==> src/bclpd_pkg.sv <==
// Types, codes and defaults of the button click and long press detector.
package bclpd_pkg;

  localparam int unsigned TimeWidthDefault = 32;
  localparam int unsigned CfgWidth         = 16;
  localparam int unsigned DurWidth         = 32;
  localparam int unsigned EventWidth       = 3;
  localparam int unsigned ClickWidth       = 3;

  localparam logic                ActiveLowReset   = 1'b1;
  localparam logic [CfgWidth-1:0] DebounceReset    = 16'd20;
  localparam logic [CfgWidth-1:0] LongPressReset   = 16'd800;
  localparam logic [CfgWidth-1:0] DoubleClickReset = 16'd300;

  localparam logic [ClickWidth-1:0] ClickMax = 3'd7;

  typedef enum logic [EventWidth-1:0] {
    EV_NONE     = 3'd0,
    EV_PRESSED  = 3'd1,
    EV_RELEASED = 3'd2,
    EV_LONG     = 3'd3,
    EV_SINGLE   = 3'd4,
    EV_DOUBLE   = 3'd5
  } event_e;

  typedef enum logic [1:0] {
    REG_ACTIVE_LOW   = 2'd0,
    REG_DEBOUNCE     = 2'd1,
    REG_LONG_PRESS   = 2'd2,
    REG_DOUBLE_CLICK = 2'd3
  } cfg_idx_e;

endpackage

==> src/button_click_long_press_detector.sv <==
// Button debounce, press/release, long press and click detector.
//
// One input item is one millisecond tick carrying the raw pin level on
// raw_level_i. Every accepted item yields exactly one result item with
// event_res_o, is_held_o and held_duration_o.
// Input handshake: an item is taken at a clock edge with in_valid_i high and
// in_stall_o low. Output handshake: a result is taken at an edge with
// out_valid_o high and out_stall_i low.
// The result of an item taken at one edge shows in the output register after
// that edge. Throughput is one item per cycle; the single output register
// sets it, and in_stall_o rises only while a result sits in that register
// and the receiver stalls it.
// Configuration writes (cfg_we_i, cfg_idx_i, cfg_data_i) take effect at the
// next edge and are expected only while the block is idle.
// Reset (rst_ni low, asynchronous) clears time, debounce and click state,
// drops any pending result and loads the default register values.
module button_click_long_press_detector
  import bclpd_pkg::*;
#(
  parameter int unsigned TIME_WIDTH = TimeWidthDefault
) (
  input  logic                  clk_i,
  input  logic                  rst_ni,
  input  logic                  cfg_we_i,
  input  logic [1:0]            cfg_idx_i,
  input  logic [CfgWidth-1:0]   cfg_data_i,
  input  logic                  in_valid_i,
  output logic                  in_stall_o,
  input  logic                  raw_level_i,
  output logic                  out_valid_o,
  input  logic                  out_stall_i,
  output logic [EventWidth-1:0] event_res_o,
  output logic                  is_held_o,
  output logic [DurWidth-1:0]   held_duration_o
);

  typedef logic [TIME_WIDTH-1:0] time_t;

  logic                active_low_q;
  logic [CfgWidth-1:0] debounce_q, long_press_q, double_click_q;

  time_t                 time_q, last_chg_q, press_time_q, release_time_q;
  time_t                 last_chg_d, press_time_d, release_time_d;
  logic                  last_raw_q, pressed_q, long_fired_q;
  logic                  pressed_d, long_fired_d;
  logic [ClickWidth-1:0] clicks_q, clicks_d;

  logic                out_valid_q;
  event_e              event_q, event_d;
  logic                held_q;
  logic [DurWidth-1:0] dur_q, dur_d;

  logic  in_accept, lvl, stable;
  time_t press_diff, release_diff;

  assign in_stall_o = out_valid_q && out_stall_i;
  assign in_accept  = in_valid_i && !in_stall_o;

  always_ff @(posedge clk_i or negedge rst_ni) begin
    if (!rst_ni) begin
      active_low_q   <= ActiveLowReset;
      debounce_q     <= DebounceReset;
      long_press_q   <= LongPressReset;
      double_click_q <= DoubleClickReset;
    end else if (cfg_we_i) begin
      unique case (cfg_idx_i)
        REG_ACTIVE_LOW:   active_low_q   <= cfg_data_i[0];
        REG_DEBOUNCE:     debounce_q     <= cfg_data_i;
        REG_LONG_PRESS:   long_press_q   <= cfg_data_i;
        REG_DOUBLE_CLICK: double_click_q <= cfg_data_i;
        default:          ;
      endcase
    end
  end

  always_comb begin
    lvl          = raw_level_i ^ active_low_q;
    last_chg_d   = (lvl != last_raw_q) ? time_q : last_chg_q;
    stable       = (time_q - last_chg_d) >= TIME_WIDTH'(debounce_q);
    press_diff   = time_q - press_time_q;
    release_diff = time_q - release_time_q;

    pressed_d      = pressed_q;
    long_fired_d   = long_fired_q;
    press_time_d   = press_time_q;
    release_time_d = release_time_q;
    clicks_d       = clicks_q;
    event_d        = EV_NONE;

    // Press edge, then release edge, then long press, then click resolution.
    if (stable) begin
      priority if (lvl && !pressed_q) begin
        pressed_d    = 1'b1;
        press_time_d = time_q;
        long_fired_d = 1'b0;
        event_d      = EV_PRESSED;
      end else if (!lvl && pressed_q) begin
        pressed_d      = 1'b0;
        release_time_d = time_q;
        if (!long_fired_q && clicks_q != ClickMax) begin
          clicks_d = clicks_q + ClickWidth'(1);
        end
        event_d = EV_RELEASED;
      end else if (pressed_q && !long_fired_q &&
                   press_diff >= TIME_WIDTH'(long_press_q)) begin
        long_fired_d = 1'b1;
        clicks_d     = '0;
        event_d      = EV_LONG;
      end else if (!pressed_q && clicks_q != '0 &&
                   release_diff >= TIME_WIDTH'(double_click_q)) begin
        event_d  = (clicks_q == ClickWidth'(1)) ? EV_SINGLE : EV_DOUBLE;
        clicks_d = '0;
      end else begin
      end
    end

    dur_d = pressed_d ? DurWidth'(time_t'(time_q - press_time_d)) : '0;
  end

  always_ff @(posedge clk_i or negedge rst_ni) begin
    if (!rst_ni) begin
      time_q         <= '0;
      last_raw_q     <= 1'b0;
      last_chg_q     <= '0;
      pressed_q      <= 1'b0;
      long_fired_q   <= 1'b0;
      press_time_q   <= '0;
      release_time_q <= '0;
      clicks_q       <= '0;
    end else if (in_accept) begin
      time_q         <= time_q + time_t'(1);
      last_raw_q     <= lvl;
      last_chg_q     <= last_chg_d;
      pressed_q      <= pressed_d;
      long_fired_q   <= long_fired_d;
      press_time_q   <= press_time_d;
      release_time_q <= release_time_d;
      clicks_q       <= clicks_d;
    end
  end

  always_ff @(posedge clk_i or negedge rst_ni) begin
    if (!rst_ni) begin
      out_valid_q <= 1'b0;
    end else if (!in_stall_o) begin
      out_valid_q <= in_accept;
    end
  end

  // Hold the result while the receiver stalls.
  always_ff @(posedge clk_i) begin
    if (in_accept) begin
      event_q <= event_d;
      held_q  <= pressed_d;
      dur_q   <= dur_d;
    end
  end

  assign out_valid_o     = out_valid_q;
  assign event_res_o     = event_q;
  assign is_held_o       = held_q;
  assign held_duration_o = dur_q;

endmodule

==> config.mk <==
export PLATFORM = sky130hd
export DESIGN_NAME = button_click_long_press_detector
export DESIGN_NICKNAME = d
export VERILOG_FILES = /design/src/bclpd_pkg.sv /design/src/button_click_long_press_detector.sv
export SDC_FILE = /design/constraint.sdc
export NUM_CORES = 1
export LEC_CHECK = 0
export BUFFER_PORTS_ARGS = -buffer_cell sky130_fd_sc_hd__buf_4
export CAP_MARGIN = 20
export CORE_ASPECT_RATIO = 0.6
export CORE_MARGIN = 10
export CORE_UTILIZATION = 23
export CTS_CLUSTER_DIAMETER = 120
export DETAILED_ROUTE_END_ITERATION = 8
export PLACE_DENSITY = 0.39
export SYNTH_ARGS = -nofsm -noshare
export SYNTH_HDL_FRONTEND = slang
export SYNTH_SLANG_ARGS = --single-unit
export TNS_END_PERCENT = 30
==> constraint.sdc <==
create_clock -name clk_i -period 10.85 [get_ports clk_i]
set_input_delay 1.085 -clock clk_i [delete_from_list [all_inputs] [get_ports clk_i]]
set_output_delay 1.085 -clock clk_i [all_outputs]
set_load 0.02 [all_outputs]
[After elaboration in Yosys (flattened, before gate mapping)]
Index checks and enable logic that the tools add are counted.
Operators by class
  magnitude comparators: 3
  mux-type cells: 18
  eq/ne operators: 8
  add/sub/neg operators: 6
  reductions and logical operators: 26
  bitwise logic cells: 4
Operator list (count)
  subtractor 32 bit: 4
  greater-or-equal comparator 32 x 16 -> 1 bit: 3
  2-to-1 mux 32 bit: 3
  adder 32 x 1 -> 32 bit, second input constant: 1
  2-to-1 mux 3 bit: 4
  logical AND 1 bit: 9
  2-to-1 mux 1 bit: 9
  AND reduction 2 bit: 4
  AND reduction 4 bit: 2
  nonzero test 3 bit: 2
  AND reduction 5 bit: 1
  OR reduction 5 bit: 1
  == test 2 bit, second input constant: 2
  zero test 1 bit: 4
  2-to-1 mux 2 bit: 2
  adder 3 x 1 -> 3 bit, second input constant: 1
  == test 3 x 1 -> 1 bit, second input constant: 1
  != test 3 bit, second input constant: 1
  inverter 1 bit: 3
  == test 2 x 1 -> 1 bit, second input constant: 1
  zero test 2 bit: 1
  != test 2 x 1 -> 1 bit, second input constant: 1
  != test 2 bit, second input constant: 1
  nonzero test 2 bit: 1
  other kinds (3): 3
Word-level totals
  logic and storage cells: 83
  input port bits: 24
  bits in registers: 220

[Depth between registers and ports, before layout]
Gate-level depths: netlist of run 1.
  depth after elaboration: 7
  gate-level depth with buffers: 46
  mapped depth without buffers: 41

[Least setup slack after synthesis of run 1]
OpenSTA, ideal clock, no wires.
  path type: input to register
  start: input raw_level_i
  end: register dur_q[30] (netlist: held_duration_o[30]) (data pin)
  library setup time: 0.260 ns
  data required time: 10.590 ns
  stages: 43
  buffers on the path: 5
  data arrival time: 9.390 ns
  slack: 1.199 ns
  cell sequence: xnor3_1 buf_2 buf_1 clkbuf_1 o21ai_0 ha_1 inv_1 ha_1 inv_1 a211o_1 a31oi_1 and3_1 nor3_1 o21ai_0 xor2_1 ha_1 a21oi_1 nand2_1 [7 not listed] nand2_1 o21ai_0 ha_1 inv_1 fa_1 a21o_1 a21oi_1 o21bai_1 a2111o_1 a31oi_1 nand2_1 a31o_2 a21oi_1 o21bai_1 a21oi_1 o31ai_2 a21boi_1 mux2i_1
Between the ends
  longest elaborated chain between the ends: 7
  elaborated cells on any way between the ends: 14
  classes of those cells: add/sub (2); order compare (1); eq/ne (1); mux (6); bitwise (1); reduce/logical (3)
RTL lines
  from (decl): RTL line button_click_long_press_detector.sv:29  | input logic raw_level_i,
  bitwise XOR 1 bit: RTL line button_click_long_press_detector.sv:77  | lvl = raw_level_i ^ active_low_q;
  != test 1 bit: RTL line button_click_long_press_detector.sv:78  | last_chg_d = (lvl != last_raw_q) ? time_q : last_chg_q;
  2-to-1 mux 32 bit: RTL line button_click_long_press_detector.sv:78
  via last_chg_d[0]: RTL line button_click_long_press_detector.sv:43  | time_t last_chg_d, press_time_d, release_time_d;
  subtractor 32 bit: RTL line button_click_long_press_detector.sv:79  | stable = (time_q - last_chg_d) >= TIME_WIDTH'(debounce_q);
  greater-or-equal comparator 32 x 16 -> 1 bit: RTL line button_click_long_press_detector.sv:79
  2-to-1 mux 32 bit: RTL line button_click_long_press_detector.sv:91  | if (stable) begin
  via press_time_d[0]: RTL line button_click_long_press_detector.sv:43
  subtractor 32 bit: RTL line button_click_long_press_detector.sv:117  | dur_d = pressed_d ? DurWidth'(time_t'(time_q - press_time_d)) : '0;
  to (signal assigned): RTL line button_click_long_press_detector.sv:155  | dur_q <= dur_d;
  to (decl): RTL line button_click_long_press_detector.sv:51  | logic [DurWidth-1:0] dur_q, dur_d;
The timed path passes the listed nets, and every way through them passes these cells.
A chain may end at the register's enable or synchronous reset.

[Worst setup path after layout of run 1]
  start: input raw_level_i
  end: register dur_q[30] (netlist: held_duration_o[30]) (data pin)
Between the ends
  longest elaborated chain between the ends: 7
  elaborated cells on any way between the ends: 14
  classes of those cells: add/sub (2); order compare (1); eq/ne (1); mux (6); bitwise (1); reduce/logical (3)
RTL lines (RTL line)
  bitwise XOR 1 bit *: button_click_long_press_detector.sv:77
  != test 1 bit: button_click_long_press_detector.sv:78
  2-to-1 mux 32 bit: button_click_long_press_detector.sv:78
  subtractor 32 bit: button_click_long_press_detector.sv:79
  greater-or-equal comparator 32 x 16 -> 1 bit: button_click_long_press_detector.sv:79
  2-to-1 mux 32 bit *: button_click_long_press_detector.sv:91
  via press_time_d[0]: button_click_long_press_detector.sv:43
  subtractor 32 bit *: button_click_long_press_detector.sv:117
The timed path passes the listed nets; every way through them passes the cells marked *.

==> impl_metrics.json, run 1 <==
{
  "required_time_at_the_endpoint_of_the_critical_path_ns": 11.28,
  "worstPathMaxFanout": 49,
  "syn_inst": 1963,
  "multiInputGateArea_mm2": 0.0108,
  "final-seq-area_mm2": 0.00570,
  "cts_post_setup_buffers_inserted": 0,
  "setup_slack_ns": 1.43,
  "yosysWarnings": 0,
  "grt_first_pass_wirelength_um": 90100,
  "total_power_mw": 5.16,
  "final_global_route_overflow_total": 0,
  "areaGrowthSynthToFinish_pct": 15.2,
  "period_needed_ns": 9.42,
  "yosys_register_bits": 220,
  "pwr_per_cell_area_mw_per_mm2": 257,
  "h-tree-depth": 1,
  "total_leakage_power_nw": 9.55,
  "slowest_stage": "a31oi_1",
  "rsz_0062_raised_after_global_routing": "no",
  "timing.setup.tns_ns": 0,
  "gp_congestion": 0.906,
  "cts.hold.buffers_added": 0,
  "layout.cells.most_common": "nand2_1",
  "post_drt_wl_per_cell_um": 19.6,
  "firstDrtPassIters": 5,
  "cts_max_path_buffers": 3,
  "clock_sinks": 220,
  "synthDistinctLibCells": 90,
  "max_incr_delay_on_cp_ns": 0.48,
  "largest_net_degree_at_the_start_of_global_routing": 67,
  "place_worst_setup_slack_ns": 0.895,
  "cp_data_arrival_time_ns": 9.85,
  "seq_total_area_yosys_pct": 32.7,
  "grt_pass1_vias": 14000,
  "clock_latency_ns": 0.59,
  "worst_hold_startpoint": "last_chg_q[23]",
  "slew_viol_final": 0,
  "fill_cells": 8097,
  "place.port_buffers": 61,
  "die_height_um": 233,
  "syn-cell-area_mm2": 0.0174,
  "route.antenna.remaining_nets": 0,
  "timing.final.setup_violations": 0,
  "worst_hold_slack_ns": 0.480,
  "drc": 0,
  "critical_path_class": "in2reg",
  "global_route.usage.total_pct": 13.4,
  "worst_hold_path_type": "reg2reg",
  "totalWireLength_um": 59600,
  "rows": 78,
  "synth-edff-count": 36,
  "outcome": "finished, final reports clean",
  "timing.slew.headroom_pct": 32.5,
  "syn_avg_cell_area_um2": 8.89,
  "tightest_slew_ns": 1.01,
  "finish.net_count": 2211,
  "postSynth.topFlopCell": "dfrtp_1",
  "hold_viol": 0,
  "post_drt_via_cell_ratio": 4.79,
  "timing.final.crit_share_pct": 86.8,
  "worstReg2RegStart": "active_low_q",
  "async_reset_ff_share_pct": 83.6,
  "dieWidth_um": 376,
  "antenna_found_initial": 5,
  "cts_tree": "done",
  "floorplan.initialDensity_pct": 23.2,
  "floorplan.io_pins": 62,
  "cp-startpoint": "raw_level_i",
  "worstSetupEndpointType": "register",
  "detailed_place_hpwl_um": 47800,
  "vias": 14500,
  "drt_first_iter_violations": 1136,
  "overall_die_area_mm2": 0.0876,
  "element_type_at_the_critical_path_start": "input port",
  "cts-buffers-inserted": 27,
  "fraction_of_layout_instances_using_a_drive_strength_above_1_pct": 12.9,
  "timing.max_cap.violations": 0,
  "vdd_ir_drop_max_uv": 113,
  "core_area_mm2": 0.0753,
  "clk_pin_slew_worst_paths_ns": 0.06,
  "finalClockSkew_ns": 0.0209,
  "synth_fp_nets": 2158,
  "max_clock_freq_ghz": 0.106,
  "ctsRootBufferMaster": "clkbuf_16",
  "postCtsResizedCells": 0,
  "final_cell_mix": "nand2_1 (176), dfrtp_1 (174), inv_1 (171)"
}
## state kept, by name, summed over array words and instances (netlist names)
signal	cells
pressed_q	1
long_press_q	16
press_time_q	32
last_raw_q	1
double_click_q	16
debounce_q	16
held_duration_o	32
last_chg_q	32
release_time_q	32
event_res_o	3
out_valid_o	1
is_held_o	1
clicks_q	3
active_low_q	1
long_fired_q	1
time_q	32
## cell type report
type	instances	area share, %
Clock inverter	15	0.859
Multi-Input combinational cell	1499	53.8
Timing Repair Buffer	93	3.60
Antenna cell	2	0.0249
Sequential cell	220	28.3
Clock buffer	34	3.85
Inverter	175	3.27
Tap cell	1000	6.22
## per-layer routing
metal | track usage, % | wire length [um] | vias to the layer above
met5 | 0 | 0 | -
met4 | 1.62 | 631 | 0
met3 | 2.89 | 3910 | 43
met2 | 16.1 | 19600 | 362
met1 | 22.8 | 35500 | 7006
li1 | - | - | 7133
## logic make-up (layout without fill, tap and decap cells)
| logic type | Yosys count | count (layout) | synth area share (%) |
|---|---|---|---|
| simple gates | 553 | 553 | 15.2 |
| compound gates | 502 | 502 | 18.7 |
| buf+inv | 244 | 317 | 5.46 |
| flops | 220 | 220 | 32.7 |
| fa+ha+maj | 177 | 177 | 12.7 |
| mux | 153 | 153 | 9.39 |
| xor+xnor | 114 | 114 | 5.89 |
| other cells | 0 | 2 | 0 |
## Yosys cell counts, drive strengths merged (8+ instances only)
cell type | instances | share of area (%)
nor3 | 38 | 1.1
ha | 168 | 12
o21a | 13 | 0.56
and3 | 22 | 0.79
clkbuf | 48 | 1.0
a21boi | 8 | 0.34
a31oi | 15 | 0.54
nand2b | 39 | 1.4
mux2i | 68 | 3.9
a211oi | 17 | 0.76
nor2b | 25 | 0.91
a21oi | 140 | 4.0
nand4 | 29 | 1.0
xnor2 | 79 | 4.0
dfrtp | 174 | 25
nand3 | 43 | 1.3
o31ai | 12 | 0.54
edfxtp | 36 | 6.2
nor2 | 128 | 2.8
buf | 21 | 0.67
o21bai | 25 | 1.1
dfstp | 10 | 1.5
a31o | 10 | 0.50
a21o | 52 | 2.2
a221oi | 9 | 0.49
inv | 174 | 3.7
mux2 | 85 | 5.5
and2 | 9 | 0.32
nand2 | 176 | 3.8
o21ai | 127 | 3.6
nor4 | 9 | 0.32
xor2 | 33 | 1.7
## final timing paths
check	cells after the start	slack (ns)	end
worst max-delay path	38	1.43	held_duration_o[30]
worst min-delay path	2	0.48	last_chg_q[23]
worst max register to register	37	1.44	held_duration_o[30]
worst min register to register	2	0.48	last_chg_q[23]
max in group asynchronous	2	9.04	last_chg_q[3]
min in group asynchronous	1	0.50	release_time_q[28]
## critical path: cells and delay by family
family | cells | cell delay [ns]
buf+inv | 4 | 0.63
xor+xnor | 2 | 0.56
compound gates | 18 | 4.32
fa+ha+maj | 4 | 1.13
simple gates | 8 | 1.48
mux | 2 | 0.59
## through the flow
step,util (%),cell area (um2),instances
2_1_floorplan,-,17400,1963
3_3_place_gp,25.4,19100,2986
3_5_place_dp,25.4,19100,2986
4_1_cts,26.6,20100,3035
5_1_grt,26.7,20100,3036
6_report,26.7,20100,3038
## where the power goes
| group | internal, mW | switching [mW] | total [mW] |
|---|---|---|---|
| Sequential | 1.02 | 0.143 | 1.16 |
| Clock | 0.578 | 0.415 | 0.993 |
| Combinational | 1.29 | 1.71 | 3.00 |
| Total | 2.89 | 2.27 | 5.16 |
(Power assumes the default switching activity.)
==> run 2: changes to the inputs <==
CORE_UTILIZATION = 50   (was 23)
PLACE_DENSITY = 0.69   (was 0.39)
==> run 2 against run 1 <==
Against the previous run:
- power shrank 3.7%
- highest routed layer unchanged
- worst setup slack lost 0.68 ns
- combinational power down 2%
- count of clock-buffer cells in the layout is 1 higher
- final cell count down 18%
- hold slack is essentially flat
- critical path type unchanged
- first-iteration DRC count is 20% higher
- clock skew decreased by 0.0081 ns
==> impl_metrics.json, run 2 (synthesized netlist as in run 1, its figures left out) <==
{
  "outcome": "finished, final reports clean",
  "timing.max_cap.violations": 0,
  "post_drt_wl_per_cell_um": 20.2,
  "timing.final.crit_share_pct": 93.1,
  "floorplan.initialDensity_pct": 51.2,
  "use_met1_pct": 36.2,
  "period_needed_ns": 10.10,
  "cts_post_setup_buffers_inserted": 0,
  "detailed_place_hpwl_um": 39400,
  "max_clock_freq_ghz": 0.0990,
  "areaGrowthSynthToFinish_pct": 10.1,
  "firstDrtPassIters": 6,
  "h-tree-depth": 1,
  "floorplan.io_pins": 62,
  "drc": 0,
  "finish.net_count": 2198,
  "post_drt_via_cell_ratio": 5.86,
  "grt_first_pass_wirelength_um": 78400,
  "cts_max_path_buffers": 3,
  "globalRouteMet3Util_pct": 6.92,
  "vias": 14500,
  "die_height_um": 165,
  "dieWidth_um": 261,
  "worst_hold_path_type": "reg2reg",
  "postCtsResizedCells": 0,
  "cts.hold.buffers_added": 0,
  "clock_latency_ns": 0.57,
  "final-instance-count-excl-fill": 2483,
  "hold_viol": 0,
  "grt_pass1_vias": 13800,
  "slew_viol_final": 0,
  "clk_pin_slew_worst_paths_ns": 0.06,
  "max_incr_delay_on_cp_ns": 0.74,
  "layout.cells.most_common": "nand2_1",
  "critical_path_class": "in2reg",
  "finalClockSkew_ns": 0.0128,
  "element_type_at_the_critical_path_start": "input port",
  "clock_sinks": 220,
  "slowest_stage": "nor4b_1",
  "final_cell_mix": "nand2_1 (176), dfrtp_1 (174), inv_1 (171)",
  "rows": 52,
  "route.antenna.remaining_nets": 0,
  "pwr_per_cell_area_mw_per_mm2": 259,
  "required_time_at_the_endpoint_of_the_critical_path_ns": 11.26,
  "timing.final.setup_violations": 0,
  "tightest_slew_ns": 1.06,
  "cp_data_arrival_time_ns": 10.51,
  "worstSetupEndpointType": "register",
  "timing.setup.tns_ns": 0,
  "ctsRootBufferMaster": "clkbuf_16",
  "core_area_mm2": 0.0341,
  "use_met2_pct": 30.4,
  "drt_first_iter_violations": 1365,
  "antenna_found_initial": 0,
  "place.port_buffers": 61,
  "vdd_ir_drop_max_uv": 162,
  "multiInputGateArea_mm2": 0.0108,
  "final_global_route_overflow_total": 0,
  "cts_tree": "done",
  "overall_die_area_mm2": 0.0430,
  "fill_cells": 3078,
  "top_usage_layer": "met1",
  "timing.slew.headroom_pct": 29.0,
  "rsz_0062_raised_after_global_routing": "no",
  "cts-buffers-inserted": 25,
  "totalWireLength_um": 50100,
  "total_leakage_power_nw": 9.43,
  "fraction_of_layout_instances_using_a_drive_strength_above_1_pct": 12.1,
  "largest_net_degree_at_the_start_of_global_routing": 72,
  "gp_congestion": 0.930,
  "global_route.usage.total_pct": 23.1,
  "final-seq-area_mm2": 0.00570,
  "place.detailed.instances": 2434,
  "worstPathMaxFanout": 17
}
-- run 2: per-layer routing --
metal  up-vias  routed length [um]
li1       7107                   -
met5         -                   0
met1      6944               26000
met3        41                4990
met4         0                 643
met2       446               18400
-- run 2: layout make-up --
type | count | share of cell area (%)
multi-input combinational | 1499 | 56.3
sequential | 220 | 29.7
clock buffer | 35 | 3.77
inverter | 175 | 3.42
timing repair buffer | 82 | 3.30
tap | 459 | 2.99
clock inverter | 11 | 0.482
antenna | 2 | 0.0261
-- run 2: power by group --
part           switching [mW]  internal, mW  leakage [nW]
registers               0.146          1.02          2.70
clock network           0.386         0.473         0.402
logic                    1.65          1.29          6.33
-- run 2: final timing paths --
check                      cells after the start          start                   to  slack [ns]
max                                           40    raw_level_i  held_duration_o[30]        0.75
min                                            2  last_chg_q[0]        last_chg_q[0]        0.48
max reg2reg                                   39   active_low_q  held_duration_o[30]        0.77
min reg2reg                                    2  last_chg_q[0]        last_chg_q[0]        0.48
max in group asynchronous                      2         rst_ni     long_press_q[12]        9.06
min in group asynchronous                      1         rst_ni     press_time_q[30]        0.53
-- run 2: critical path: cells and delay by family --
| kind | cells | cell delay [ns] |
|---|---|---|
| adder cells (fa/ha/maj) | 5 | 1.40 |
| buffers and inverters | 4 | 0.38 |
| XOR/XNOR | 2 | 0.68 |
| AO/OA/AOI/OAI | 19 | 4.88 |
| multiplexers | 1 | 0.21 |
| AND/OR/NAND/NOR | 9 | 1.86 |
-- run 2: per-stage QoR --
step                instance area, um2  setup slack (ns)  power [mW]  utilization (%)  hold WS (ns)
floorplan                        17400              1.20        3.33                -         0.446
global placement                 18400             0.735        4.00             53.9         0.462
detailed placement               18400             0.401        4.06             53.9         0.462
CTS                              19200             0.990        4.94             56.3         0.479
global route                     19200            0.0450        5.36             56.3         0.495
finish                           19200             0.748        4.97             56.3         0.480
